==> src/hdl/sawbc_pkg.sv <==
// Types, sizes and helper functions for the set-associative write-back cache.
package sawbc_pkg;

	localparam int WAYS        = 4;
	localparam int SETS        = 16;
	localparam int BLOCK_WORDS = 4;
	localparam int ADDR_BITS   = 16;
	localparam int COUNT_BITS  = 16;

	localparam int OFF_BITS  = $clog2(BLOCK_WORDS);
	localparam int SET_BITS  = $clog2(SETS);
	localparam int TAG_BITS  = ADDR_BITS - SET_BITS - OFF_BITS;
	localparam int WAY_BITS  = (WAYS > 1) ? $clog2(WAYS) : 1;
	localparam int FILL_FIELDS = 4;

	localparam logic OP_READ  = 1'b0;
	localparam logic OP_WRITE = 1'b1;

	typedef logic [ADDR_BITS-1:0]  addr_t;
	typedef logic [OFF_BITS-1:0]   off_t;
	typedef logic [SET_BITS-1:0]   set_t;
	typedef logic [TAG_BITS-1:0]   tag_t;
	typedef logic [WAY_BITS-1:0]   way_idx_t;
	typedef logic [COUNT_BITS-1:0] count_t;
	typedef logic [BLOCK_WORDS-1:0][31:0] words_t;

	typedef struct packed {
		logic               opcode;
		logic [15:0]        word_address;
		logic signed [31:0] store_value;
		logic signed [31:0] fill_word_0;
		logic signed [31:0] fill_word_1;
		logic signed [31:0] fill_word_2;
		logic signed [31:0] fill_word_3;
	} req_t;

	typedef struct packed {
		logic               hit;
		logic               writeback;
		logic [15:0]        writeback_address;
		logic signed [31:0] victim_word_0;
		logic signed [31:0] victim_word_1;
		logic signed [31:0] victim_word_2;
		logic signed [31:0] victim_word_3;
	} rsp_t;

	typedef struct packed {
		logic   dirty;
		tag_t   tag;
		count_t count;
		words_t words;
	} way_t;

	typedef way_t [WAYS-1:0] row_t;
	typedef logic [WAYS-1:0] vld_t;

	function automatic addr_t req_addr(req_t r);
		return ADDR_BITS'(r.word_address);
	endfunction

	function automatic set_t req_set(req_t r);
		addr_t a;
		a = req_addr(r);
		return a[OFF_BITS +: SET_BITS];
	endfunction

	function automatic words_t fill_block(req_t r);
		words_t b;
		b = '0;
		for (int j = 0; j < BLOCK_WORDS; j++) begin
			case (j)
				0:       b[j] = r.fill_word_0;
				1:       b[j] = r.fill_word_1;
				2:       b[j] = r.fill_word_2;
				3:       b[j] = r.fill_word_3;
				default: b[j] = '0;
			endcase
		end
		return b;
	endfunction

	function automatic logic [31:0] word_at(words_t b, int j);
		logic [31:0] v;
		v = '0;
		for (int k = 0; k < BLOCK_WORDS; k++) begin
			if (k == j) begin
				v = b[k];
			end
		end
		return v;
	endfunction

endpackage

==> src/hdl/sawbc_lookup.sv <==
// Tag compare, LFU victim choice, line update and result build for one access.
module sawbc_lookup (
	input  sawbc_pkg::req_t req,
	input  sawbc_pkg::row_t row,
	input  sawbc_pkg::vld_t vld,
	output sawbc_pkg::row_t new_row,
	output sawbc_pkg::vld_t new_vld,
	output sawbc_pkg::rsp_t rsp
);

	sawbc_pkg::addr_t    addr;
	sawbc_pkg::off_t     off;
	sawbc_pkg::set_t     set_idx;
	sawbc_pkg::tag_t     tag;
	logic                found;
	sawbc_pkg::way_idx_t hit_way;
	sawbc_pkg::way_idx_t vic;
	sawbc_pkg::count_t   lowest;
	sawbc_pkg::count_t   cnt [sawbc_pkg::WAYS];
	logic                vic_dirty;
	sawbc_pkg::addr_t    wb_addr;
	logic                is_wr;

	assign addr    = sawbc_pkg::req_addr(req);
	assign off     = addr[sawbc_pkg::OFF_BITS-1:0];
	assign set_idx = addr[sawbc_pkg::OFF_BITS +: sawbc_pkg::SET_BITS];
	assign tag     = addr[sawbc_pkg::ADDR_BITS-1 -: sawbc_pkg::TAG_BITS];
	assign is_wr   = (req.opcode == sawbc_pkg::OP_WRITE);

	// never-filled lines read as cleared
	always_comb begin
		for (int w = 0; w < sawbc_pkg::WAYS; w++) begin
			cnt[w] = vld[w] ? row[w].count : '0;
		end
	end

	always_comb begin
		found   = 1'b0;
		hit_way = '0;
		for (int w = 0; w < sawbc_pkg::WAYS; w++) begin
			if (!found && vld[w] && row[w].tag == tag) begin
				found   = 1'b1;
				hit_way = sawbc_pkg::WAY_BITS'(w);
			end
		end
	end

	// first way holding the lowest count
	always_comb begin
		vic    = '0;
		lowest = cnt[0];
		for (int w = 1; w < sawbc_pkg::WAYS; w++) begin
			if (cnt[w] < lowest) begin
				lowest = cnt[w];
				vic    = sawbc_pkg::WAY_BITS'(w);
			end
		end
	end

	assign vic_dirty = vld[vic] && row[vic].dirty;
	assign wb_addr   = {row[vic].tag, set_idx, sawbc_pkg::off_t'(0)};

	always_comb begin
		new_row = row;
		new_vld = vld;
		if (found) begin
			if (row[hit_way].count != '1) begin
				new_row[hit_way].count = row[hit_way].count + 1'b1;
			end
			if (is_wr) begin
				new_row[hit_way].dirty      = 1'b1;
				new_row[hit_way].words[off] = req.store_value;
			end
		end else begin
			new_vld[vic]         = 1'b1;
			new_row[vic].dirty   = is_wr;
			new_row[vic].tag     = tag;
			new_row[vic].count   = cnt[vic];
			new_row[vic].words   = sawbc_pkg::fill_block(req);
			if (is_wr) begin
				new_row[vic].words[off] = req.store_value;
			end
		end
	end

	always_comb begin
		rsp     = '0;
		rsp.hit = found;
		if (!found && vic_dirty) begin
			rsp.writeback         = 1'b1;
			rsp.writeback_address = 16'(wb_addr);
			rsp.victim_word_0     = sawbc_pkg::word_at(row[vic].words, 0);
			rsp.victim_word_1     = sawbc_pkg::word_at(row[vic].words, 1);
			rsp.victim_word_2     = sawbc_pkg::word_at(row[vic].words, 2);
			rsp.victim_word_3     = sawbc_pkg::word_at(row[vic].words, 3);
		end
	end

endmodule

==> config.mk <==
export PLATFORM = sky130hd
export DESIGN_NAME = sawbc_lookup
export DESIGN_NICKNAME = d
export VERILOG_FILES = /design/src/hdl/sawbc_pkg.sv /design/src/hdl/sawbc_lookup.sv
export SDC_FILE = /design/constraint.sdc
export NUM_CORES = 2
export LEC_CHECK = 0
export BUFFER_PORTS_ARGS = -buffer_cell sky130_fd_sc_hd__clkbuf_2
export CAP_MARGIN = 25
export CORE_AREA = 2 2 621 623
export DETAILED_ROUTE_END_ITERATION = 8
export DIE_AREA = 0 0 623 625
export PLACE_DENSITY = 0.3
export SYNTH_ARGS = -nofsm -noshare
export SYNTH_HDL_FRONTEND = slang
export SYNTH_SLANG_ARGS = --single-unit
==> constraint.sdc <==
create_clock -name vclk -period 10.3
set_input_delay 0.515 -clock vclk [all_inputs]
set_output_delay 0.515 -clock vclk [all_outputs]
set_load 0.02 [all_outputs]
==> summary.md <==
| Metric | Value |
|---|---|
| CP Capture Type | `output pin` |
| Final hold vios | `0` |
| Number of nets still failing antenna checks after routing | `0` |
| Post-route cell area | `roughly 37,000 sq um` |
| Placer Congestion | `around 1.1` |
| Max Slew Vio Count | `0` |
| P&R area growth vs syn | `86.2%` |
| Share of cells above drive strength 1 | `47.0%` |
| Top cells by area, synth | `o221a_2 13%, a221oi_1 11%, nor2_1 8.5%` |
| CTS Hold Buffers Added | `0` |
| WL final | `between 400 and 500 mm` |
| Kind of critical path | `primary input to output pin` |
| GR Util All Layers | `a little over a fifth` |
| Period minus WS final | `9760 ps` |
| Initial antenna violation count | `385` |
| Fill cells | `between 40,000 and 50,000` |
| Iteration-0 DRC Markers | `approximately 5,300` |
| # rows | `about 230` |
| Commonest cells after routing, fill and taps aside | `1,482 x clkbuf_2, 437 x nor2_1, 377 x nand2_1` |
| Slowest Stage Delay on Critical Path | `450 ps` |
| Setup-failing EPs final | `0` |
| Combined flip-flop and latch cell area | `0 sq um` |
| Seq/Total Area, Yosys | `0%` |
| Hold WS | `between 1000 and 1500 ps` |
| First-pass GRT wire length | `approximately 530 mm` |
| Crit path top cell by count | `o21ai_0` |
| WP data required | `approximately 9800 ps` |
| Placed instance area | `37,100 sq um` |
| Final worst-path cycle share | `a little over nine tenths` |
| Vias | `39,000` |
| IO Pins | `1,571` |
| Hold Crit Class | `primary input to output pin` |
| DR DRC count | `0` |
| Largest net degree at the start of global routing | `160` |
| Worst setup SP type | `primary input` |
| Final HPWL DP | `between 300 and 400 mm` |
| Status | `completed` |
| Synth top area share | `~13%` |
| Synthesized area | `approximately 20,000 sq um` |
| DRT Pass-1 Iters | `6` |
| Mapped Cells | `~3,300` |
| CP arrival | `slightly above 9000 ps` |
| Unique masters post-synth | `76` |
| Slowest CP cell | `a22oi_1` |
| Critical path destination | `new_row[140]` |
| Drt wl/cell | `between 40 and 50 um` |
| Worst Tran Pin Value | `between 1000 and 1500 ps` |
| Pre-CTS setup slack | `-82.4 ps` |
| Warnings from Yosys | `0` |
| Die area | `around 400,000 sq um` |
| Total grt overflow | `0` |
| Final net count | `~5,600` |
| Max-slew headroom | `between 15 and 20%` |
| Die height | `about 630 um` |
| Vias per inst | `between 3 and 4` |
| Worst Path Max Fanout | `36` |
| Fmax | `slightly above 100 MHz` |
| Horiz. Die Dim | `623 um` |
| Syn_area_per_cell | `6.02 sq um` |
| Initial Utilization | `~5.2%` |
| Fin worst setup slack | `543 ps` |
| Most common cell after layout, fill and taps aside | `clkbuf_2` |
| FFs & Latches | `0` |
| Synth area leader | `o221a_2` |
| Number of port buffers | `roughly 1,600` |
| Max_cap viols | `0` |
| Crit. Startpoint | `vld[0]` |
| RSZ-0062 raised after global routing | `no` |
| Number of global-route vias before repair | `about 36,000` |
| Clock buffers | `0` |
| Core ar. | `around 380,000 sq um` |
## timing repair
item	in CTS	in global routing
hold endpoints to repair	0	0
setup buffers	0	0
setup endpoints to repair	1	49
gates resized for setup	1	5
## per-layer routing
metal | global-route usage (%) | up-vias | wire [um] | part of all wire, %
met4 | 5.68 | 190 | 16400 | 3.7
met2 | 36.0 | 3186 | 203000 | 46
li1 | - | 15300 | - | -
met1 | 24.6 | 19400 | 167000 | 38
met5 | 0.333 | - | 1250 | 0.28
met3 | 10.1 | 864 | 54300 | 12
## metrics by stage
stage | util (%) | instances | setup TNS [ps]
after floorplan | - | 3338 | 0
after global placement | 9.64 | 9822 | -2870
after detailed placement | 9.67 | 9835 | -82.4
after CTS | 9.67 | 9835 | 0
after global routing | 9.71 | 9883 | 0
final | 9.76 | 9954 | 0
## worst max-delay path, delay by kind of cell
family                   cells  cell delay, ps
AND/OR/NAND/NOR              7            1530
buffers and inverters        7            1870
AO/OA/AOI/OAI               16            4150
adder cells (fa/ha/maj)      3            1020
## how the worst min path moves through the flow
stage | startpoint | slack (ps) | end | cells after the start
5_1_grt | row[118] | 1420 | new_row[118] | 4
3_3_place_gp | row[154] | 1390 | new_row[154] | 4
4_1_cts | row[238] | 1390 | new_row[238] | 4
3_5_place_dp | row[238] | 1390 | new_row[238] | 4
6_report | row[154] | 1390 | new_row[154] | 4
2_1_floorplan | row[144] | 1200 | new_row[144] | 2
## final cells by class
| class | count | area [sq um] | area share (%) |
|---|---|---|---|
| diodes | 119 | 298 | 0.795 |
| inverters | 269 | 1010 | 2.70 |
| multi-input cells | 2699 | 18200 | 48.6 |
| well taps | 5060 | 6330 | 16.9 |
| repair buffers | 1807 | 11600 | 31.0 |
## cells by family after synthesis
logic type      Yosys count  share of synthesized area, %
simple gates           1400                          32.7
compound gates         1065                          42.3
buf+inv                 639                          12.8
mux                     134                          6.74
xor+xnor                 53                          2.65
fa+ha+maj                45                          2.80
other cells               1                        0.0187
## cell usage after synthesis, types with 9 or more instances
cell and instances:
or3_1 107, o311ai_0 20, nor2_1 456, nand2_1 386
xnor2_1 40, or2_2 71, a22o_1 12, a21oi_1 175
inv_1 269, nand3_1 51, or2_1 30, a31oi_1 17
mux2_2 11, buf_6 13, nor3_1 138, buf_1 30
buf_2 47, mux2i_1 123, nand2b_1 38, clkbuf_1 274
o21ai_1 11, o32a_1 32, and2_1 55, o21ai_0 172
nand4_1 23, o221a_2 231, o21a_1 42, xnor2_2 9
a221oi_1 257, ha_1 45, a211oi_1 35
